**src/rtl/jvn_pkg.sv**
```systemverilog
package jvn_pkg;

   localparam int JOINTS  = 6;
   localparam int ANG_W   = 16;
   localparam int SPD_W   = 14;
   localparam int VEL_W   = 15;
   localparam int PROD_W  = ANG_W + SPD_W;
   localparam int QBITS   = SPD_W;
   localparam int DATA_W  = 32;

   localparam int STAGES  = QBITS + 3;
   localparam int ST_ERR  = 0;
   localparam int ST_PEAK = 1;
   localparam int ST_DIV0 = 2;
   localparam int ST_OUT  = STAGES - 1;

   localparam int IDX_W   = $clog2(JOINTS + 2);
   localparam int JIDX_W  = (JOINTS > 1) ? $clog2(JOINTS) : 1;
   localparam int ADDR_W  = IDX_W + 2;

   localparam logic [IDX_W-1:0] REG_STOP  = IDX_W'(JOINTS);
   localparam logic [IDX_W-1:0] REG_SPEED = IDX_W'(JOINTS + 1);

   localparam logic [ANG_W-1:0] STOP_RESET  = ANG_W'(30);
   localparam logic [SPD_W-1:0] SPEED_RESET = SPD_W'(2000);

   typedef logic [JOINTS-1:0][ANG_W-1:0] ang_array_type;
   typedef logic [JOINTS-1:0][VEL_W-1:0] vel_array_type;
   typedef logic [STAGES-1:0]            load_type;

   typedef struct packed {
      ang_array_type     target;
      logic [ANG_W-1:0]  stop;
      logic [SPD_W-1:0]  speed;
   } cfg_type;

endpackage

```
**src/rtl/jvn_merge.sv**
```systemverilog
module jvn_merge (
   input  logic                        clock,
   input  logic                        load,
   input  jvn_pkg::ang_array_type      mags,
   input  logic [jvn_pkg::ANG_W-1:0]   stop,
   output logic [jvn_pkg::ANG_W-1:0]   peak,
   output logic                        done
);

   logic [jvn_pkg::ANG_W-1:0] peak_ff;
   logic [jvn_pkg::ANG_W-1:0] peak_in;
   logic                      done_ff;
   logic                      done_in;

   always_comb begin
      peak_in = '0;
      for (int j = 0; j < jvn_pkg::JOINTS; j++) begin
         if (mags[j] > peak_in) begin
            peak_in = mags[j];
         end
      end
   end

   assign done_in = (peak_in == '0) || (peak_in < stop);

   always_ff @(posedge clock) begin
      if (load) begin
         peak_ff <= peak_in;
         done_ff <= done_in;
      end
   end

   assign peak = peak_ff;
   assign done = done_ff;

endmodule

```
**config.mk**
```make
export PLATFORM = sky130hd
export DESIGN_NAME = jvn_merge
export DESIGN_NICKNAME = d
export VERILOG_FILES = /design/src/rtl/jvn_pkg.sv /design/src/rtl/jvn_merge.sv
export SDC_FILE = /design/constraint.sdc
export NUM_CORES = 1
export LEC_CHECK = 0
export BUFFER_PORTS_ARGS = -buffer_cell sky130_fd_sc_hd__buf_4
export CORE_ASPECT_RATIO = 1.2
export CORE_MARGIN = 5
export CORE_UTILIZATION = 45
export CTS_CLUSTER_DIAMETER = 40
export DETAILED_ROUTE_END_ITERATION = 7
export PLACE_DENSITY = 0.73
export SLEW_MARGIN = 20
export SYNTH_ARGS = -nofsm -noshare
export SYNTH_HDL_FRONTEND = slang
export SYNTH_SLANG_ARGS = --single-unit
```
**constraint.sdc**
```tcl
create_clock -name clock -period 14 [get_ports clock]
set_clock_uncertainty 0.05 [all_clocks]
set_input_delay 1.4 -clock clock [delete_from_list [all_inputs] [get_ports clock]]
set_output_delay 1.4 -clock clock [all_outputs]
set_load 0.1 [all_outputs]
```
Yosys cells after proc, flatten, opt, wreduce, memory -nomap -nowiden
Cells that the tools add are included.
{"block": "totals", "regBits": 17, "latch_bits": 0, "mem_bits_rw": 0, "rom_bits": 0, "input_bits": 114, "output_inout_bits": 17, "elab_cells": 17, "n_memories": 0}
{"block": "op_classes", "addsub": 0, "multipliers": 0, "div_mod_pow": 0, "order_cmp": 7, "eq_ne": 0, "shift": 0, "mux": 6, "bitwise": 0, "reduce_logical": 2}
{"op": "$mux 16", "n": 6}
{"op": "$gt 16x16->1", "n": 5}
{"op": "$gt 16x1->1 const B", "n": 1}
{"op": "$logic_not 16->1", "n": 1}
{"op": "$lt 16x16->1", "n": 1}
{"op": "$logic_or 1x1->1", "n": 1}

Longest topological paths before layout
{"block": "depth", "depth_word": 14, "mapped_depth": 77}

Least setup slack after synthesis
OpenSTA, ideal clock, no wires.
{"block": "synth_path", "path_type": "input -> register", "from": "input port mags[15] (netlist bit)", "to": "register done_ff (netlist: done) (data pin)", "setup_time_ns": 0.165, "t_arrival_ns": 14.261, "slack_ns": -0.476, "cell_stages": 72, "n_path_buf": 7, "path_cell_list": "inv_1 > ha_1 > nand4_2 > a2111o_1 > a31oi_4 > clkbuf_1 > clkbuf_1 > nor2_1 > a21oi_1 > ha_1 > a21o_1 > a21o_1 > a21oi_1 > o2111ai_1 > o31a_1 > a31oi_1 > o21bai_1 > clkbuf_1 > [36 not listed] > a21boi_0 > o21a_1 > o21a_1 > clkbuf_1 > and2_1 > a21o_1 > ha_1 > a21oi_1 > nor2b_1 > o21ai_0 > nand2b_1 > a21oi_1 > nor2b_1 > o21ai_0 > nand2b_1 > a221oi_1 > o21ai_0 > o31ai_2"}
{"block": "synth_between", "elab_chain_len": 14, "word_cells_on_any_way": 15, "classes_between": "order compare (7); mux (6); reduce/logical (2)"}
{"element": "start, declared", "line": "jvn_merge.sv:4", "source": "input jvn_pkg::ang_array_type mags,"}
{"element": "$gt 16x1->1", "line": "jvn_merge.sv:18", "source": "if (mags[j] > peak_in) begin"}
{"element": "$mux 16 (*)", "line": "jvn_merge.sv:18"}
{"element": "$gt 16x16->1", "line": "jvn_merge.sv:18"}
{"element": "$mux 16 (*)", "line": "jvn_merge.sv:18"}
{"element": "$gt 16x16->1", "line": "jvn_merge.sv:18"}
{"element": "$mux 16 (*)", "line": "jvn_merge.sv:18"}
{"element": "$gt 16x16->1", "line": "jvn_merge.sv:18"}
{"element": "$mux 16 (*)", "line": "jvn_merge.sv:18"}
{"element": "$gt 16x16->1", "line": "jvn_merge.sv:18"}
{"element": "$mux 16 (*)", "line": "jvn_merge.sv:18"}
{"element": "$gt 16x16->1", "line": "jvn_merge.sv:18"}
{"element": "$mux 16 (*)", "line": "jvn_merge.sv:18"}
{"element": "net peak_in (one bit)", "line": "jvn_merge.sv:11", "source": "logic [jvn_pkg::ANG_W-1:0] peak_in;"}
{"element": "$lt 16x16->1 or $logic_not 16->1 (tied branches)", "line": "jvn_merge.sv:24", "source": "assign done_in = (peak_in == '0) || (peak_in < stop);"}
{"element": "$logic_or 1x1->1 (*)", "line": "jvn_merge.sv:24"}
{"element": "net done_in", "line": "jvn_merge.sv:13", "source": "logic done_in;"}
{"element": "end signal, assigned", "line": "jvn_merge.sv:29", "source": "done_ff <= done_in;"}
{"element": "end, declared", "line": "jvn_merge.sv:12", "source": "logic done_ff;"}
The timed path passes the listed nets; every way through them passes the cells marked *.
A chain may end at the register's enable or synchronous reset.

Worst setup path after layout
{"block": "layout_path", "from": "input port mags[26] (netlist bit)", "to": "register done_ff (netlist: done) (data pin)"}
{"block": "layout_between", "elab_chain_len": 12, "word_cells_on_any_way": 13, "classes_between": "order compare (6); mux (5); reduce/logical (2)"}
{"element": "$gt 16x16->1", "line": "jvn_merge.sv:18"}
{"element": "$mux 16 (*)", "line": "jvn_merge.sv:18"}
{"element": "$gt 16x16->1", "line": "jvn_merge.sv:18"}
{"element": "$mux 16 (*)", "line": "jvn_merge.sv:18"}
{"element": "$gt 16x16->1", "line": "jvn_merge.sv:18"}
{"element": "$mux 16 (*)", "line": "jvn_merge.sv:18"}
{"element": "$gt 16x16->1", "line": "jvn_merge.sv:18"}
{"element": "$mux 16 (*)", "line": "jvn_merge.sv:18"}
{"element": "$gt 16x16->1", "line": "jvn_merge.sv:18"}
{"element": "$mux 16 (*)", "line": "jvn_merge.sv:18"}
{"element": "net peak_in (one bit)", "line": "jvn_merge.sv:11"}
{"element": "$lt 16x16->1 or $logic_not 16->1 (tied branches)", "line": "jvn_merge.sv:24"}
{"element": "$logic_or 1x1->1 (*)", "line": "jvn_merge.sv:24"}
{"element": "net done_in", "line": "jvn_merge.sv:13"}
Marked as above.

==> key figures <==
Run status
  – Status: finished clean

STA
  – Slew @ Worst Pin: 0.570 ns
  – Final setup fails: 0
  – Fin. max-slew vios: 0
  – Relative slew slack: 0.609
  – Setup TNS Final: 0 ns
  – WHS: 1.46 ns
  – Final-report hold violation count: 0
  – F_max: 74.9 MHz
  – Period minus WS final: 13.35 ns
  – Final worst slack: 0.651 ns
  – Final period util: 0.954

Clock tree
  – Root Driver: clkbuf_8
  – CTS Sinks: 17
  – Maximum clock path buffer count: 2
  – Reg clk slew, reported paths: about 0.070 ns
  – Hold_buf cts: 0
  – Total CTS buffers: 3
  – Htree depth: 1
  – CTS tree: built

Place
  – Routability cong.: roughly 0.97
  – Final HPWL DP: 12500 µm
  – Placed Instance Area: approximately 0.0057 mm²
  – Port Buf Inserts: 130
  – Post-place setup slack: -0.262 ns
  – Placed insts: 821

Logic synthesis
  – Synth cell types: 67
  – Syn Area/Cell: 8.00 µm²
  – Most used DFF post-synth: edfxtp_1
  – Ys Warns: 0
  – Post-synth EDFFs: 17
  – Post-Synthesis Cells: 532
  – Syn nets: ~740
  – Top-count cell post-synth: ha_1
  – Seq/Total Area, Yosys: 0.120
  – FF+latch count, synth: 17
  – Leading area contributor after synthesis: ha_1
  – Synth area leaders: ha_1, edfxtp_1, a21oi_1
  – Async S/R FF share, synth: 0
  – Mapped Area: around 0.0043 mm²
  – Share of Yosys cell area claimed by the top area cell type: 0.262
  – Post-synth top cells: ha_1, inv_1, a21oi_1

Setup path
  – Crit start category: input pin
  – Crit-path most repeated cell: o21a_1
  – CP startpoint: mags[26]
  – WS Path Type: in -> reg
  – Critical Path AT: 13.40 ns
  – CP max-delay cell: a2111o_1
  – Critical path endpoint: done
  – Worst setup EP type: flip-flop
  – Max stage delay on crit path: roughly 0.53 ns
  – CP required: 14.05 ns
  – Crit-path max FO: 8

Detailed routing
  – Routed len/inst: 17.6 µm
  – Via Count: 4745
  – Total Wirelength: 14700 µm
  – Post-route antenna net violation count: 0
  – Via density: between 5 and 6
  – DRT Pass-1 Iters: 4
  – Initial DRC Count: around 200
  – DRC errors left: 0

Floorplanning
  – # rows: 38
  – Initial Util: 0.466
  – Overall die width: 98.8 µm
  – # IOs: between 100 and 150
  – Total core area: 0.00913 mm²
  – Die Y: 117 µm
  – Die area: 0.0115 mm²

Worst hold path
  – Hold Path Cell Cnt: 3
  – Path type of the worst min-delay path: in -> reg

Global route
  – GRT Total Usage: 0.244
  – Initial antenna violation count: 0
  – Largest net degree at the start of global routing: 20
  – First-pass GRT wire length: 22600 µm
  – Vias in the first global route: 4808
  – Remaining Overflow, GRT: 0

Flow run
  – Max cap viols: 0

Final layout
  – Diodes inserted: 0
  – Proportion of layout cells with a drive suffix above 1: 0.366
  – Final Non-Filler Cells: 839
  – Core Util, Final: 0.659
  – Area Overhead vs Synth: 41.4%
  – Final instance area: approximately 0.0060 mm²
  – Nets@finish: ~900

Power and ir drop
  – Leakage: 3.10 nW
  – Tot Pwr: 1.09 mW
  – Pwr Density: 181 mW/mm²
  – Worst VDD drop: 0.198 mV
-- worst max-delay path, delay by kind of cell --
kind,cells,cell delay [ns]
adder cells (fa/ha/maj),6,1.47
AND/OR/NAND/NOR,13,1.20
buffers and inverters,9,1.16
multiplexers,1,0.26
AO/OA/AOI/OAI,42,7.90
-- power breakdown --
| part | leakage, nW | switching (mW) | internal (mW) |
|---|---|---|---|
| registers | 0.166 | 0.00874 | 0.0942 |
| logic | 2.91 | 0.552 | 0.395 |
| clock network | 0.0255 | 0.0191 | 0.0199 |
| total | 3.10 | 0.580 | 0.509 |
-- state kept, by name, summed over array words and instances, names as in the netlist --
signal	cells
done	1
peak	16
-- cell families (layout without fill, tap and decap cells) --
kind of cell / Yosys count / after routing / synth area share
AO/OA/AOI/OAI: 161 / 162 / 0.260
AND/OR/NAND/NOR: 140 / 140 / 0.176
adder cells (fa/ha/maj): 91 / 91 / 0.266
buffers and inverters: 85 / 271 / 0.0794
multiplexers: 33 / 33 / 0.0879
flip-flops: 17 / 17 / 0.120
XOR/XNOR: 5 / 5 / 0.0103
-- layer usage --
metal | part of all wire | routed length [µm] | track usage
met5 | 0 | 0 | 0
met4 | 0.044 | 641 | 0.108
met3 | 0.053 | 781 | 0.0376
met2 | 0.53 | 7860 | 0.495
met1 | 0.37 | 5450 | 0.240
-- area by class of cell --
type | instances | area, µm²
multi-input combinational | 431 | 3570
inverter | 73 | 274
sequential | 17 | 510
clock inverter | 1 | 5.00
tap | 120 | 150
fill | 816 | 3110
timing repair buffer | 194 | 1470
clock buffer | 3 | 41.3
-- how the worst min path moves through the flow --
stage             start        to  slack (ns)
6_report       mags[80]   peak[0]        1.46
3_3_place_gp       load   peak[2]        1.74
3_5_place_dp   mags[80]   peak[0]        1.73
4_1_cts        mags[80]   peak[0]        1.45
2_1_floorplan      load      done        1.46
5_1_grt            load  peak[15]        1.47
-- cell usage in the layout, fill, tap and decap left out, drive strengths merged, types with 2 or more instances in the layout --
cell / synthesis / routed
nand2b: 7 / 7
o21ai: 29 / 29
buf: 5 / 194
a211o: 2 / 2
o21bai: 2 / 2
nor2: 41 / 41
edfxtp: 17 / 17
o311ai: 2 / 2
nor3b: 4 / 4
maj3: 2 / 2
nor3: 3 / 3
clkbuf: 7 / 3
xnor2: 4 / 4
and4: 6 / 6
or2: 7 / 7
mux2: 23 / 23
a221oi: 2 / 2
ha: 89 / 89
o31a: 2 / 2
a311oi: 3 / 3
o21a: 10 / 10
a21o: 16 / 16
inv: 73 / 73
o31ai: 6 / 6
and2: 6 / 6
o2111ai: 3 / 3
mux2i: 10 / 10
o211ai: 5 / 5
a21oi: 57 / 57
nand2: 29 / 29
nor2b: 11 / 11
a31oi: 3 / 4
and3: 2 / 2
a211oi: 5 / 5
nand3: 2 / 2
a21boi: 2 / 2
nand4: 17 / 17
-- repair_timing --
action / in CTS / in global routing
endpoints found under the setup margin: 1 / 1
cloned: 1 / 0
setup buffers: 0 / 13
hold endpoints to repair: 0 / 0
pin swaps: 1 / 10
resized for setup: 0 / 31
No activity file was read; power rests on OpenSTA's default activity.
