<file path="src/rtl/jvn_pkg.sv">
package jvn_pkg;

   localparam int JOINTS  = 6;
   localparam int ANG_W   = 16;
   localparam int SPD_W   = 14;
   localparam int VEL_W   = 15;
   localparam int PROD_W  = ANG_W + SPD_W;
   localparam int QBITS   = SPD_W;
   localparam int DATA_W  = 32;

   localparam int STAGES  = QBITS + 3;
   localparam int ST_ERR  = 0;
   localparam int ST_PEAK = 1;
   localparam int ST_DIV0 = 2;
   localparam int ST_OUT  = STAGES - 1;

   localparam int IDX_W   = $clog2(JOINTS + 2);
   localparam int JIDX_W  = (JOINTS > 1) ? $clog2(JOINTS) : 1;
   localparam int ADDR_W  = IDX_W + 2;

   localparam logic [IDX_W-1:0] REG_STOP  = IDX_W'(JOINTS);
   localparam logic [IDX_W-1:0] REG_SPEED = IDX_W'(JOINTS + 1);

   localparam logic [ANG_W-1:0] STOP_RESET  = ANG_W'(30);
   localparam logic [SPD_W-1:0] SPEED_RESET = SPD_W'(2000);

   typedef logic [JOINTS-1:0][ANG_W-1:0] ang_array_type;
   typedef logic [JOINTS-1:0][VEL_W-1:0] vel_array_type;
   typedef logic [STAGES-1:0]            load_type;

   typedef struct packed {
      ang_array_type     target;
      logic [ANG_W-1:0]  stop;
      logic [SPD_W-1:0]  speed;
   } cfg_type;

endpackage

</file>
<file path="src/rtl/jvn_lane.sv">
module jvn_lane (
   input  logic                        clock,
   input  jvn_pkg::load_type           load,
   input  logic [jvn_pkg::ANG_W-1:0]   target,
   input  logic [jvn_pkg::ANG_W-1:0]   meas,
   input  logic [jvn_pkg::SPD_W-1:0]   max_speed,
   input  logic [jvn_pkg::ANG_W-1:0]   peak,
   input  logic                        done,
   output logic [jvn_pkg::ANG_W-1:0]   mag,
   output logic [jvn_pkg::VEL_W-1:0]   vel
);

   localparam int QB = jvn_pkg::QBITS;
   localparam int PW = jvn_pkg::PROD_W;

   // error stage
   logic [jvn_pkg::ANG_W:0]     err;
   logic [jvn_pkg::ANG_W:0]     err_neg;
   logic                        sign0_ff;
   logic [jvn_pkg::ANG_W-1:0]   mag_ff;
   logic [jvn_pkg::ANG_W-1:0]   mag_in;

   // product stage
   logic                        sign1_ff;
   logic [PW-1:0]               prod_ff;
   logic [PW-1:0]               prod_in;

   // restoring divider, one quotient bit per stage
   logic [PW-1:0]               rem_ff  [QB];
   logic [PW-1:0]               rem_in  [QB];
   logic [PW-1:0]               rem_src [QB];
   logic [PW-1:0]               sub_val [QB];
   logic [QB-1:0]               quo_ff  [QB];
   logic [QB-1:0]               quo_in  [QB];
   logic [QB-1:0]               quo_src [QB];
   logic [jvn_pkg::ANG_W-1:0]   dvs_ff  [QB];
   logic [jvn_pkg::ANG_W-1:0]   dvs_src [QB];
   logic                        sgn_ff  [QB];
   logic                        sgn_src [QB];

   logic [jvn_pkg::VEL_W-1:0]   vel_ff;
   logic [jvn_pkg::VEL_W-1:0]   vel_in;
   logic [jvn_pkg::VEL_W-1:0]   q_ext;

   assign err     = {1'b0, target} - {1'b0, meas};
   assign err_neg = (jvn_pkg::ANG_W + 1)'(0) - err;
   assign mag_in  = err[jvn_pkg::ANG_W] ? err_neg[jvn_pkg::ANG_W-1:0]
                                        : err[jvn_pkg::ANG_W-1:0];
   assign prod_in = PW'(mag_ff) * PW'(max_speed);

   always_comb begin
      for (int i = 0; i < QB; i++) begin
         if (i == 0) begin
            rem_src[i] = prod_ff;
            quo_src[i] = '0;
            dvs_src[i] = peak;
            sgn_src[i] = sign1_ff;
         end else begin
            rem_src[i] = rem_ff[i-1];
            quo_src[i] = quo_ff[i-1];
            dvs_src[i] = dvs_ff[i-1];
            sgn_src[i] = sgn_ff[i-1];
         end
         sub_val[i] = PW'(dvs_src[i]) << (QB - 1 - i);
         quo_in[i]  = quo_src[i];
         if (rem_src[i] >= sub_val[i]) begin
            rem_in[i] = rem_src[i] - sub_val[i];
            quo_in[i][QB-1-i] = 1'b1;
         end else begin
            rem_in[i] = rem_src[i];
         end
      end
   end

   assign q_ext  = jvn_pkg::VEL_W'(quo_ff[QB-1]);
   assign vel_in = done ? '0 :
                   (sgn_ff[QB-1] ? jvn_pkg::VEL_W'(0) - q_ext : q_ext);

   always_ff @(posedge clock) begin
      if (load[jvn_pkg::ST_ERR]) begin
         sign0_ff <= err[jvn_pkg::ANG_W];
         mag_ff   <= mag_in;
      end
      if (load[jvn_pkg::ST_PEAK]) begin
         sign1_ff <= sign0_ff;
         prod_ff  <= prod_in;
      end
      for (int i = 0; i < QB; i++) begin
         if (load[jvn_pkg::ST_DIV0 + i]) begin
            rem_ff[i] <= rem_in[i];
            quo_ff[i] <= quo_in[i];
            dvs_ff[i] <= dvs_src[i];
            sgn_ff[i] <= sgn_src[i];
         end
      end
      if (load[jvn_pkg::ST_OUT]) begin
         vel_ff <= vel_in;
      end
   end

   assign mag = mag_ff;
   assign vel = vel_ff;

endmodule

</file>
<file path="config.mk">
export PLATFORM = sky130hd
export DESIGN_NAME = jvn_lane
export DESIGN_NICKNAME = d
export VERILOG_FILES = /design/src/rtl/jvn_pkg.sv /design/src/rtl/jvn_lane.sv
export SDC_FILE = /design/constraint.sdc
export NUM_CORES = 2
export LEC_CHECK = 0
export BUFFER_PORTS_ARGS = -buffer_cell sky130_fd_sc_hd__buf_2
export CAP_MARGIN = 20
export CORE_MARGIN = 5
export CORE_UTILIZATION = 69
export CTS_CLUSTER_DIAMETER = 30
export CTS_CLUSTER_SIZE = 28
export DETAILED_ROUTE_END_ITERATION = 12
export PLACE_DENSITY_LB_ADDON = 0.1
export RECOVER_POWER = 100
export SLEW_MARGIN = 20
export SYNTH_ARGS = -nofsm -noshare
export SYNTH_HDL_FRONTEND = slang
export SYNTH_SLANG_ARGS = --single-unit
</file>
<file path="constraint.sdc">
create_clock -name clock -period 12.1 [get_ports clock]
set_input_delay 2.42 -clock clock [delete_from_list [all_inputs] [get_ports clock]]
set_output_delay 2.42 -clock clock [all_outputs]
set_load 0.02 [all_outputs]
</file>
---- After elaboration in Yosys (flattened, before gate mapping) ----
Memory sizes are Yosys's and may differ from the RTL's.
Cells that the tools add are included.
cells by class
  add/subtract/negate cells ............... 17
  multipliers ............................. 1
  $lt $le $gt $ge ......................... 14
  muxes and demuxes ....................... 58
  bitwise operators ....................... 1
  reductions and logical operators ........ 1
operator list
  operator                                          number
  30-bit 2-to-1 mux                                 14
  1-bit 2-to-1 mux                                  42
  30-bit by 16-bit >= comparator with 1-bit output  1
  30-bit by 17-bit >= comparator with 1-bit output  1
  30-bit by 18-bit >= comparator with 1-bit output  1
  30-bit by 19-bit >= comparator with 1-bit output  1
  30-bit by 20-bit >= comparator with 1-bit output  1
  30-bit by 21-bit >= comparator with 1-bit output  1
  30-bit by 22-bit >= comparator with 1-bit output  1
  30-bit by 23-bit >= comparator with 1-bit output  1
  30-bit by 24-bit >= comparator with 1-bit output  1
  30-bit by 25-bit >= comparator with 1-bit output  1
  30-bit by 26-bit >= comparator with 1-bit output  1
  30-bit by 27-bit >= comparator with 1-bit output  1
  30-bit by 28-bit >= comparator with 1-bit output  1
  30-bit by 29-bit >= comparator with 1-bit output  1
  16-bit by 14-bit multiplier with 30-bit output    1
  30-bit by 16-bit subtractor with 30-bit output    1
  30-bit by 17-bit subtractor with 30-bit output    1
  30-bit by 18-bit subtractor with 30-bit output    1
  30-bit by 19-bit subtractor with 30-bit output    1
  30-bit by 20-bit subtractor with 30-bit output    1
  30-bit by 21-bit subtractor with 30-bit output    1
  30-bit by 22-bit subtractor with 30-bit output    1
  other kinds (14)                                  14
word-level totals
  flip-flop bits (word level) ............. 63
  RAM bits ................................ 854
  bits of input ports ..................... 81
  output and inout port bits .............. 31
  logic and storage cells ................. 102
  memories ................................ 4
memories
  memory  words  bits a word  read ports  clocked after Yosys merged registers in  wr ports  RTL line        source
  rem_ff  14     30           13          0                                        14        jvn_lane.sv:29  logic [PW-1:0] rem_ff [QB];
  dvs_ff  14     16           13          0                                        14        jvn_lane.sv:36  logic [jvn_pkg::ANG_W-1:0] dvs_ff [QB];
  quo_ff  14     14           14          0                                        14        jvn_lane.sv:33  logic [QB-1:0] quo_ff [QB];
  sgn_ff  14     1            14          0                                        14        jvn_lane.sv:38  logic sgn_ff [QB];

---- Logic depth before layout (Yosys ltp) ----
  word-level depth ........................ 3
  gate-level depth with buffers ........... 24
  mapped depth without buffers ............ 23

---- Worst setup path after synthesis ----
Ideal clock, no wire load.
  kind .................................... input to register
  from .................................... input max_speed[7] (netlist bit)
  to ...................................... register prod_ff[29] (data pin)
  arrival time ............................ 7,952 ps
  data required time ...................... 11,836 ps
  setup slack ............................. 3,884 ps
  stages .................................. 21
  path buffers ............................ 1
  cells stage by stage .................... clkbuf_1 nand2_1 fa_1 fa_1 fa_1 inv_1 fa_1 fa_1 inv_1 fa_1 inv_1 ha_1 a21o_1 a21oi_1 o21a_1 o21ai_0 a2111o_1 o31ai_1 o21ai_0 mux2i_1 nor2_1
on the way
  cells in the longest elaborated chain, start to end .. 1
ends and longest elaborated chain
  what                                            RTL line        source
  from (decl)                                     jvn_lane.sv:6   input logic [jvn_pkg::SPD_W-1:0] max_speed,
  16-bit by 14-bit multiplier with 30-bit output  jvn_lane.sv:49  assign prod_in = PW'(mag_ff) * PW'(max_speed);
  net prod_in[29]                                 jvn_lane.sv:26  logic [PW-1:0] prod_in;
  to (signal assigned)                            jvn_lane.sv:86  prod_ff <= prod_in;
  to (decl)                                       jvn_lane.sv:25  logic [PW-1:0] prod_ff;
The timed path passes the listed nets, and every way through them passes these cells.
A chain may end at the register's enable or synchronous reset.

---- Worst setup path after layout ----
  from .................................... input max_speed[2] (netlist bit)
  to ...................................... register prod_ff[28] (data pin)
Same word-level chain as after synthesis.

==> results.json <==
{
  "cts_num_sinks": 780,
  "antenna_cells": 0,
  "worstHoldPathType": "register to register",
  "die_w_um": 272,
  "fmax_ghz": 0.121,
  "wl_per_cell_um": 18.5,
  "fin_worst_skew_ns": 0.0366,
  "synth_cells": 4181,
  "critical_path.max_stage_delay_ns": 0.55,
  "drv_cap": 15,
  "drv_slew": 784,
  "yosysTopAreaCell": "edfxtp_1",
  "hpwlAfterDp_mm": 72.2,
  "initial_core_util": 0.693,
  "core_sq_um": 68200,
  "fillers": 4310,
  "post_cts_buffers": 0,
  "final_cell_mix": "edfxtp_1, inv_1, nand2_1, ha_1, o21ai_0",
  "multi_input_area_sq_um": 21600,
  "setup-violations-final": 0,
  "met2_usage": 0.479,
  "route.detailed.drc": 0,
  "rsz0062_at_grt": "false",
  "rows": 96,
  "grt.busiest_layer": "met2",
  "fin_nets": 4968,
  "ys_types": 73,
  "clk_latency_ns": 0.70,
  "synth.avg_cell_area_sq_um": 11.3,
  "grt_use_met3": 0.0388,
  "cp_max_fo": 16,
  "numCtsBuffers": 143,
  "grt_use_total": 0.271,
  "io_buffers": 111,
  "syn2layout_area_growth_pct": 13.2,
  "worstMarginPinSlew_ns": 3.57,
  "grt_util_met1": 0.338,
  "synthesis.nets": 4777,
  "final-seq-area_sq_um": 23400,
  "ant_nets": 0,
  "dieArea_sq_um": 73800,
  "gp_congestion": 0.912,
  "dr_total_vias": 31800,
  "synth_edf_count": 780,
  "htreeDepth": 4,
  "synthDominantCellAreaShare": 0.496,
  "antenna_found_initial": 1,
  "syn_area_sq_um": 47300,
  "routed_via_density": 5.91,
  "ctsRootBufferMaster": "clkbuf_16",
  "fp.dieH_um": 272,
  "hold_viol_final": 0,
  "status": "finished with violations",
  "clk_pin_slew_ns": 0.05,
  "grt_max_degree": 61,
  "clockBufferDepth": 3,
  "slew_headroom": -1.38,
  "worstSetupPathType": "input port to register",
  "min_period_over_period": 0.686,
  "boundaryPins": 112,
  "synth_area_leaders": "edfxtp_1, ha_1, fa_1, inv_1, nand2_1",
  "cp_cell_sequence": "clkbuf_1 > and2_0 > fa_1 > inv_1 > fa_1 > inv_1 > fa_1 > fa_1 > fa_1 > inv_1 > fa_1 > inv_1 > ha_1 > a211oi_1 > nor2_1 > o21a_1 > nor3_1 > a21oi_1 > a41oi_1 > o311a_1 > o21ai_0 > xor2_1",
  "cpMaxStageDelayCell": "fa_1",
  "synth_seq_cells": 780,
  "cts_tree": "yes",
  "final_layout_size_suffix_gt1_frac": 0.0741,
  "setup-tns-final_ns": 0,
  "ys_warn_count": 0,
  "timing.final.crit_period_ns": 8.30,
  "startpoint_type": "input port",
  "synthFlopType": "edfxtp_1",
  "synthArstFlopShare": 0,
  "grt_pass1_vias": 32200,
  "grt_pass1_wl_mm": 162,
  "final_common_cell": "edfxtp_1",
  "overflow": 0,
  "drt_iter0_drc": 2345,
  "crit_arrival_ns": 8.73,
  "violations": "capacitance limit, slew limit",
  "end_kind": "register",
  "drt-total-wl_mm": 99.3,
  "cp_common_cell": "fa_1",
  "yosysSeqAreaShare": 0.496,
  "ctsResizeCount": 0,
  "worstPathRequired_ns": 12.54,
  "ctsHoldBuffers": 0,
  "dr.pass1.iters": 5
}
## kinds of logic (layout without fill, tap and decap cells)
| logic type | after synthesis | count (layout) | synth area share |
|---|---|---|---|
| fa+ha+maj | 515 | 515 | 0.165 |
| xor+xnor | 303 | 303 | 0.0562 |
| mux | 47 | 47 | 0.0106 |
| simple gates | 1133 | 1133 | 0.118 |
| compound gates | 803 | 803 | 0.106 |
| flops | 780 | 780 | 0.496 |
| buf+inv | 600 | 910 | 0.0479 |
## cell type report
| class | count | area share |
|---|---|---|
| clock inverters | 102 | 0.0211 |
| inverters | 514 | 0.0361 |
| clock buffers | 162 | 0.0702 |
| well taps | 882 | 0.0206 |
| multi-input cells | 2801 | 0.403 |
| flip-flops and latches | 780 | 0.438 |
| repair buffers | 132 | 0.0105 |
## state kept, by name, indices dropped and copies added, names as in the netlist
signal	flops
sign0_ff	1
sgn_ff	14
mag	16
rem_ff	390
sign1_ff	1
vel	15
dvs_ff	208
prod_ff	30
quo_ff	105
## worst max-delay path, delay by kind of cell
kind                     cells  cell delay (ns)
AND/OR/NAND/NOR              3             0.72
AO/OA/AOI/OAI                6             1.55
buffers and inverters        5             0.45
XOR/XNOR                     1             0.15
adder cells (fa/ha/maj)      7             3.41
## per-layer routing
layer / vias to the layer above / part of all wire
met5: - / 0
met4: 0 / 0.036
met3: 224 / 0.048
met2: 948 / 0.51
met1: 15400 / 0.40
li1: 15200 / -
## final timing paths
path / startpoint / end / slack [ns] / cells after the start
hold reg to reg: quo_ff[1][69] / quo_ff[1][83] / 0.41 / 0
setup reg to reg: mag[6] / prod_ff[28] / 5.04 / 21
setup / recovery: max_speed[2] / prod_ff[28] / 3.80 / 22
hold / removal: quo_ff[1][69] / quo_ff[1][83] / 0.41 / 0
## synth_stat cells (all sizes together), types with 25 or more instances
library cell  number
nand4             39
or3               37
a21oi            187
xnor2            159
o31ai             35
a21o              98
and2             118
nor2b             47
nor4              34
ha               336
o21a              43
nand2            371
clkbuf            81
nand2b            44
mux2              25
nand3             40
fa               179
inv              513
nor2             211
xor2             144
o21ai            254
nor3              92
edfxtp           780
## per-stage QoR
stage | worst slack [ns] | utilization | hold slack (ns) | cells | area [sq um]
5_1_grt | 3.47 | 0.784 | 0.417 | 5373 | 53500
3_3_place_gp | 3.36 | 0.715 | 0.401 | 5108 | 48800
2_1_floorplan | 3.88 | - | 0.400 | 4181 | 47300
4_1_cts | 3.91 | 0.787 | 0.407 | 5373 | 53700
6_report | 3.80 | 0.784 | 0.407 | 5373 | 53500
3_5_place_dp | 3.21 | 0.715 | 0.405 | 5109 | 48800
Power is not shown: default switching activity piles up to over one toggle a cycle in this logic, so the estimate is an artifact.
