**config.mk**
```make
export PLATFORM = sky130hd
export DESIGN_NAME = jvn_csr
export DESIGN_NICKNAME = d
export VERILOG_FILES = /design/src/rtl/jvn_pkg.sv /design/src/rtl/jvn_csr.sv
export SDC_FILE = /design/constraint.sdc
export NUM_CORES = 1
export LEC_CHECK = 0
export BUFFER_PORTS_ARGS = -buffer_cell sky130_fd_sc_hd__buf_2
export CAP_MARGIN = 20
export CORE_ASPECT_RATIO = 0.8
export CORE_MARGIN = 2
export CORE_UTILIZATION = 50
export CTS_CLUSTER_DIAMETER = 200
export CTS_CLUSTER_SIZE = 10
export DETAILED_ROUTE_END_ITERATION = 6
export GPL_TIMING_DRIVEN = 0
export MAX_ROUTING_LAYER = met4
export PLACE_DENSITY = 0.76
export SYNTH_ARGS = -nofsm -noshare
export SYNTH_HDL_FRONTEND = slang
export SYNTH_SLANG_ARGS = --single-unit
```
**constraint.sdc**
```tcl
create_clock -name clock -period 1.5 [get_ports clock]
set_input_delay 0.225 -clock clock [delete_from_list [all_inputs] [get_ports clock]]
set_output_delay 0.225 -clock clock [all_outputs]
set_load 0.05 [all_outputs]
```
**src/rtl/jvn_pkg.sv**
```systemverilog
package jvn_pkg;

   localparam int JOINTS  = 6;
   localparam int ANG_W   = 16;
   localparam int SPD_W   = 14;
   localparam int VEL_W   = 15;
   localparam int PROD_W  = ANG_W + SPD_W;
   localparam int QBITS   = SPD_W;
   localparam int DATA_W  = 32;

   localparam int STAGES  = QBITS + 3;
   localparam int ST_ERR  = 0;
   localparam int ST_PEAK = 1;
   localparam int ST_DIV0 = 2;
   localparam int ST_OUT  = STAGES - 1;

   localparam int IDX_W   = $clog2(JOINTS + 2);
   localparam int JIDX_W  = (JOINTS > 1) ? $clog2(JOINTS) : 1;
   localparam int ADDR_W  = IDX_W + 2;

   localparam logic [IDX_W-1:0] REG_STOP  = IDX_W'(JOINTS);
   localparam logic [IDX_W-1:0] REG_SPEED = IDX_W'(JOINTS + 1);

   localparam logic [ANG_W-1:0] STOP_RESET  = ANG_W'(30);
   localparam logic [SPD_W-1:0] SPEED_RESET = SPD_W'(2000);

   typedef logic [JOINTS-1:0][ANG_W-1:0] ang_array_type;
   typedef logic [JOINTS-1:0][VEL_W-1:0] vel_array_type;
   typedef logic [STAGES-1:0]            load_type;

   typedef struct packed {
      ang_array_type     target;
      logic [ANG_W-1:0]  stop;
      logic [SPD_W-1:0]  speed;
   } cfg_type;

endpackage

```
**src/rtl/jvn_csr.sv**
```systemverilog
module jvn_csr (
   input  logic                         clock,
   input  logic                         reset,
   input  logic                         csr_psel,
   input  logic                         csr_penable,
   input  logic                         csr_pwrite,
   input  logic [jvn_pkg::ADDR_W-1:0]   csr_paddr,
   input  logic [jvn_pkg::DATA_W-1:0]   csr_pwdata,
   output logic [jvn_pkg::DATA_W-1:0]   csr_prdata,
   output jvn_pkg::cfg_type             cfg
);

   jvn_pkg::cfg_type              cfg_ff;
   jvn_pkg::cfg_type              cfg_in;
   logic [jvn_pkg::IDX_W-1:0]     idx;
   logic [jvn_pkg::JIDX_W-1:0]    jidx;
   logic                          wr;

   assign idx  = csr_paddr[jvn_pkg::ADDR_W-1:2];
   assign jidx = idx[jvn_pkg::JIDX_W-1:0];
   assign wr   = csr_psel && csr_penable && csr_pwrite;

   always_comb begin
      cfg_in = cfg_ff;
      if (wr) begin
         case (idx)
            jvn_pkg::REG_STOP: begin
               cfg_in.stop = csr_pwdata[jvn_pkg::ANG_W-1:0];
            end
            jvn_pkg::REG_SPEED: begin
               cfg_in.speed = csr_pwdata[jvn_pkg::SPD_W-1:0];
            end
            default: begin
               if (idx < jvn_pkg::REG_STOP) begin
                  cfg_in.target[jidx] = csr_pwdata[jvn_pkg::ANG_W-1:0];
               end
            end
         endcase
      end
   end

   always_ff @(posedge clock) begin
      if (reset) begin
         cfg_ff.target <= '0;
         cfg_ff.stop   <= jvn_pkg::STOP_RESET;
         cfg_ff.speed  <= jvn_pkg::SPEED_RESET;
      end else begin
         cfg_ff <= cfg_in;
      end
   end

   always_comb begin
      case (idx)
         jvn_pkg::REG_STOP: begin
            csr_prdata = jvn_pkg::DATA_W'(cfg_ff.stop);
         end
         jvn_pkg::REG_SPEED: begin
            csr_prdata = jvn_pkg::DATA_W'(cfg_ff.speed);
         end
         default: begin
            if (idx < jvn_pkg::REG_STOP) begin
               csr_prdata = jvn_pkg::DATA_W'(cfg_ff.target[jidx]);
            end else begin
               csr_prdata = '0;
            end
         end
      endcase
   end

   assign cfg = cfg_ff;

endmodule

```
After elaboration in Yosys (flattened, before gate mapping). Index checks and enable logic that the tools add are counted.

Register bits after elaboration: 126. Logic and storage cells: 28. Input port bits: 42.

Muxes and demuxes: 7. Equal/unequal tests: 2. Magnitude comparators: 3. Bitwise gates (word level): 1. Reductions and logical operators: 7.

Operators with widths (number): 96-bit bitwise mux (1); 16-bit binary-select mux with 3-bit select (1); 16-bit demux with 3-bit select (1); 16-bit two-way mux (3); 16-bit case mux with 2 select lines (1); 3-bit == test (second input constant) (2); 3-bit by 4-bit < comparator with 1-bit output (second input constant) (1); 2-bit AND reduction (2); 3-bit by 1-bit greater-or-equal comparator with 1-bit output (second input constant) (1); 1-bit logical AND (3); 3-bit < comparator (second input constant) (1); 3-bit AND reduction (1); 2-bit OR reduction (1); 1-bit NOT (1).

Logic depth before layout (Yosys ltp). Gate-level depths: netlist of run 1.

Depth after elaboration: 5. Gate-level depth with buffers: 6. Mapped depth without buffers: 3.

Worst setup path after synthesis of run 1. OpenSTA, ideal clock, no wires.

Path type: register -> output. Start point: register cfg_ff (netlist bit cfg[92]). End point: output port csr_prdata[14] (netlist bit). Stages on the path, launching flop included: 4. Slack: -0.520 ns. Data required time: 1.275 ns. Path buffers: 0. Data arrival time: 1.795 ns. Cells stage by stage: dfxtp_1 -> mux2_2 -> a22oi_1 -> o221ai_1.

Word-level cells in the longest chain between the ends: 4.

RTL lines: start: declaration (RTL line jvn_csr.sv:13) `jvn_pkg::cfg_type cfg_ff;`; start signal: assignment (RTL line jvn_csr.sv:48) `cfg_ff <= cfg_in;`; 16-bit binary-select mux with 3-bit select (RTL line jvn_csr.sv:62) `csr_prdata = jvn_pkg::DATA_W'(cfg_ff.target[jidx]);`; 16-bit two-way mux (not written as such) (RTL line jvn_csr.sv:62); 16-bit two-way mux (RTL line jvn_csr.sv:61) `if (idx < jvn_pkg::REG_STOP) begin`; 16-bit case mux with 2 select lines (RTL line jvn_csr.sv:53) `case (idx)`; end: declaration (RTL line jvn_csr.sv:9) `output logic [jvn_pkg::DATA_W-1:0] csr_prdata,`.

No other way between the ends. The select of a mux whose other input is x is not followed.

Final worst setup path of run 1.
Start point: register cfg_ff (netlist bit cfg[6]). End point: output port csr_prdata[6] (netlist bit).

Word-level cells in the longest chain between the ends: 1.

RTL lines (RTL line): 16-bit case mux with 2 select lines (jvn_csr.sv:53).

No other way between the ends.

==> reports/metrics.cfg, run 1 <==
[outcome]
status = complete, but fails checks
violations = negative setup slack

[power_and_ir_drop]
ir_drop_v = 0.0008306
power.leakage_nw = 4.545
p_total_mw = 8.518
power_density_nw_per_um2 = 969.1

[critical_path]
crit_path_end_kind = output pin
critical_path.max_stage_delay_ps = 380
cp-start-kind = flip-flop
path_cells = and3_1, a21o_1, a221o_2, buf_8
crit_slowest_cell = a221o_2
worstPathMaxFanout = 2
arrival_ps = 1570
critical_path_class = flip-flop to output pin
reg2reg_slack_ps = 650
required_ps = 1270

[floorplanning]
design.core.area_um2 = 12070
dieWidth_um = 127.7
pin_count = 200
rows = 36
die_area_um2 = 13140
initial_utilization = 0.5066
die_h_um = 102.9

[clock_network]
cts_hold_buf = 0
clkTransAtPathRegs_ps = 60
cts_buffers = 17
cts_tree = done
cts-root-buf = clkbuf_16
clk_path_buf_depth = 2
worstSkewPairLatency_ps = 420
cts_max_level = 4
clock-sinks = 126

[synthesis]
yosysWarningCount = 0
netlist.area_leader.share = 0.4124
synth_cell_types = 35
synth_top_cells_by_area = dfxtp_1, mux2i_1, nand2b_1
syn_area_per_cell_um2 = 10.60
synth_fa_ha_area_frac = 0
synth_edf_count = 0
synthSimpleGateAreaFrac = 0.2021
syn_area_um2 = 6116
synth-seq-cells = 126
yosysSeqAreaShare = 0.4124
ys.flop_type = dfxtp_1
yosysTopAreaCell = dfxtp_1
synth_top_family_by_area = multiplexers
async_flop_share = 0
synth-compound-area-share = 0.01596
synth_xor_area_frac = 0
synthCells = 577
muxShareOfSynthArea = 0.3097

[timing]
setup_violations = 16
worst_slack_ps = -297.5
fin_crit_sh = 1.198
finalHoldViolations = 0
tightestPinTransition_ps = 734.3
fmax_ghz = 0.5563
slew_viol_final = 0
post-route-min-period_ps = 1797
finClkSkew_ps = 0
rsz0062_at_grt = true
relSlewSlack = 0.5105

[detailed_routing]
viasPerCell = 5.628
drc = 0
via_count = 5656
first_pass_iters = 5
drtAntennaViolNets = 0
drt-initial-drc-count = 537
wl_um = 22020
wl_per_cell_um = 21.91

[place]
dpl_cell_area_um2 = 7297
gp_congestion = 0.8632
dp_hpwl_um = 14000
port_buffers = 164
dp_cells = 908

[run]
maxCapViolCount = 0

[finish]
design_area_um2 = 8790
fill_cells = 859
num_antenna_cells = 0
final_common_cell = buf_2
largest_register_ffs = 126
final_cell_mix = buf_2, nand2b_1, mux2i_1, buf_4, dfxtp_2
layoutNonFillerInstCount = 1005
nNetsFinal = 882
areaGrowthSynthToFinish_pct = 43.72
seqCellArea_um2 = 2635
multi_input_area_um2 = 3477
layout-drive-gt1-share = 0.5498

[global_routing]
grt_overflow_total = 0
track_usage = 0.3433
antenna_found_initial = 0
grt_pass1_vias = 5618
grt_pass1_wl_um = 32020
grt_max_degree = 17

[worst_hold_path]
min_path_type = primary input to flip-flop

## what timing repair did
item,4_1_cts,5_1_grt
pin swaps,19,9
endpoints found under the setup margin,16,16
resized for setup,139,25
setup buffers,60,5
hold endpoints to repair,0,0
## stage by stage
| step | utilization | TNS (ps) | setup slack (ps) | hold WS (ps) |
|---|---|---|---|---|
| global placement | 0.6045 | -18180 | -618.6 | 461.4 |
| CTS | 0.7187 | -3732 | -288.5 | 90.57 |
| global route | 0.7281 | -4386 | -323.4 | 119.4 |
| floorplan | - | -99.01 | -60.85 | 392.0 |
| finish | 0.7281 | -3898 | -297.5 | 93.82 |
| detailed placement | 0.6045 | -23810 | -696.5 | 472.6 |
## routing by layer
metal | global-route usage | vias up | part of all wire
met5 | - | - | 0
met4 | 0.1741 | 0 | 0.040
met3 | 0.08926 | 75 | 0.085
met2 | 0.5237 | 356 | 0.46
met1 | 0.4251 | 2742 | 0.41
li1 | - | 2483 | -
## cell families (layout without fill, tap and decap cells)
group                  Yosys count  in the layout
muxes                          159            159
DFF                            126            126
AOI/OAI and AO/OA               13             13
other                            1             16
and+or+nand+nor                214            214
buffers and inverters           64            325
## worst max-delay path: cells and delay by family, from the launching register on
family	cells	cell delay, ps
AOI/OAI and AO/OA	2	530
buffers and inverters	1	160
DFF	1	330
and+or+nand+nor	1	140
## layout make-up
cell class              instances  share of cell area
plain buffers                  62             0.04883
clock buffers                  20             0.05196
clock inverters                12             0.01552
inverters                       2           0.0008541
multi-input cells             402              0.3956
flip-flops and latches        126              0.2998
well taps                     152             0.02164
repair buffers                229              0.1658
## report_power, final
group / internal [mW] / switching, mW
sequential: 3.37 / 0.0188
combinational: 0.329 / 0.614
clock: 2.54 / 1.64
total: 6.24 / 2.28
## cell usage after synthesis, types with 3 or more instances
library cell / n
o221ai_1: 3
buf_4: 26
nor2_1: 20
dfxtp_1: 126
mux4_2: 24
buf_2: 12
nand2_4: 3
nand2b_1: 133
nand2_1: 40
clkbuf_1: 15
mux2i_1: 133
nand3_1: 3
buf_1: 7
## path summary, 6_finish.rpt
kind / from / to / depth (start not counted)
hold reg to reg: cfg[57] / cfg[57] / 2
setup / recovery: cfg[6] / csr_prdata[6] / 4
setup reg to reg: cfg[82] / cfg[82] / 4
hold / removal: csr_pwdata[9] / cfg[9] / 3
(Power assumes the default switching activity.)
==> inputs of run 2 (changes only) <==
SETUP_SLACK_MARGIN = 0.2   (was unset)
==> reports/metrics.cfg, run 2 (synthesized netlist as in run 1, its figures left out) <==
[detailed_routing]
drt-initial-drc-count = 387  ; -28%
viasPerCell = 5.589  ; -0.70%
drc = 2  ; +2
via_count = 5544  ; -2.0%
wl_per_cell_um = 21.59  ; -1.4%
first_pass_iters = 7  ; +2
drtAntennaViolNets = 0  ; unchanged
wl_um = 21420  ; -2.7%

[global_routing]
grt_overflow_total = 0  ; unchanged
antenna_found_initial = 1  ; +1
track_usage = 0.3353  ; -0.007975
grt_pass1_wl_um = 31080  ; -3.0%
grt_max_degree = 17  ; unchanged
grt_pass1_vias = 5423  ; -3.5%

[timing]
finalHoldViolations = 0  ; unchanged
fin_crit_sh = 1.212  ; +0.01348
post-route-min-period_ps = 1818  ; +20.23 ps
relSlewSlack = 0.4810  ; -0.02954
fmax_ghz = 0.5502  ; -1.1%
tns_ps = -4031  ; -133.4 ps
setup_violations = 16  ; unchanged
rsz0062_at_grt = true
finClkSkew_ps = 0  ; unchanged
worst_slack_ps = -317.7  ; -20.23 ps
slew_viol_final = 0  ; unchanged
tightestPinTransition_ps = 778.6  ; +44.31 ps

[finish]
areaGrowthSynthToFinish_pct = 48.12
final_common_cell = nand2b_1
layout-drive-gt1-share = 0.5888  ; +0.03897
largest_register_ffs = 126  ; unchanged
fill_cells = 817  ; -4.9%
seqCellArea_um2 = 2699  ; +2.4%
final_cell_mix = nand2b_1, mux2i_1, dfxtp_2, buf_4, buf_2
nNetsFinal = 868  ; -1.6%
multi_input_area_um2 = 3500  ; +0.65%

[clock_network]
clkTransAtPathRegs_ps = 60  ; about the same
cts-root-buf = clkbuf_16
cts_tree = done
clock-sinks = 126  ; unchanged
clk_path_buf_depth = 2  ; unchanged
cts_buffers = 17  ; unchanged
worstSkewPairLatency_ps = 420  ; about the same
cts_max_level = 4  ; unchanged
cts_hold_buf = 0  ; unchanged

[critical_path]
critical_path_class = flip-flop to output pin
arrival_ps = 1590  ; +20 ps
crit_path_end_kind = output pin
cp-start-kind = flip-flop
reg2regPathDepth = 4  ; unchanged
worstPathMaxFanout = 2  ; unchanged
required_ps = 1270  ; about the same

[floorplanning]
dieWidth_um = 127.7  ; unchanged
die_h_um = 102.9  ; unchanged
pin_count = 200  ; unchanged
design.core.area_um2 = 12070  ; unchanged
initial_utilization = 0.5066  ; unchanged
die_area_um2 = 13140  ; unchanged
rows = 36  ; unchanged

[place]
port_buffers = 164  ; unchanged
dp_hpwl_um = 13960  ; -0.29%
gp_congestion = 0.8467  ; -1.9%

[outcome]
violations = design-rule violations, negative setup slack
status = complete, but fails checks

[power_and_ir_drop]
p_total_mw = 8.753  ; +2.8%
ir_drop_v = 0.0009643  ; +16%
power_density_nw_per_um2 = 966.3  ; -0.29%
power.leakage_nw = 4.575  ; +0.66%

[run]
maxCapViolCount = 0  ; unchanged

[worst_hold_path]
hold_depth = 3  ; unchanged
min_path_type = primary input to flip-flop

run 2: per-stage QoR:
| stage | cell area, um^2 | utilization | std cells | hold slack [ps] | setup WS, ps |
|---|---|---|---|---|---|
| 6_report | 9059 | 0.7504 | 992 | 91.46 | -317.7 |
| 5_1_grt | 9059 | 0.7504 | 992 | 110.3 | -339.3 |
| 4_1_cts | 8871 | 0.7349 | 985 | 94.52 | -303.7 |
| 3_5_place_dp | 7536 | 0.6243 | 908 | 472.5 | -590.2 |
| 3_3_place_gp | 7536 | 0.6243 | 908 | 460.2 | -563.8 |
| 2_1_floorplan | 6525 | - | 592 | 390.7 | 91.27 |
run 2: power by group:
part	switching, mW	total [mW]	internal [mW]
Sequential	0.0189	3.38	3.36
Clock	1.62	4.43	2.81
Combinational	0.608	0.948	0.340
run 2: worst paths after layout:
kind                               startpoint             end  slack, ps
worst min register to register        cfg[63]         cfg[63]        480
worst max register to register         cfg[7]          cfg[7]        680
worst max-delay path                  cfg[74]  csr_prdata[12]       -320
worst min-delay path            csr_pwdata[7]          cfg[7]         90
run 2: critical path, stage by stage (launching register included):
cell and delay, ps:
dfxtp_4 340, or4bb_4 460, o221ai_2 90, a21o_2 140
buf_8 140
run 2: routing by layer:
metal | GRT usage | vias up | share of wire
met5 | - | - | 0
met4 | 0.1293 | 0 | 0.024
met3 | 0.08251 | 45 | 0.086
met2 | 0.5064 | 303 | 0.46
met1 | 0.4377 | 2754 | 0.43
li1 | - | 2442 | -
run 2: cell type report:
| type | count | share of cell area |
|---|---|---|
| tap | 152 | 0.02099 |
| antenna | 1 | 0.0002762 |
| multi-input combinational | 402 | 0.3863 |
| timing repair buffer | 215 | 0.1756 |
| clock inverter | 13 | 0.01754 |
| buffer | 62 | 0.04807 |
| sequential | 126 | 0.2979 |
| clock buffer | 19 | 0.05249 |
| inverter | 2 | 0.0008287 |
run 2: timing repair:
| action | in CTS | in global routing |
|---|---|---|
| setup buffers | 45 | 6 |
| endpoints found under the setup margin | 24 | 79 |
| pin swaps | 5 | 2 |
| endpoints found under the hold margin | 0 | 0 |
| gates resized for setup | 120 | 46 |
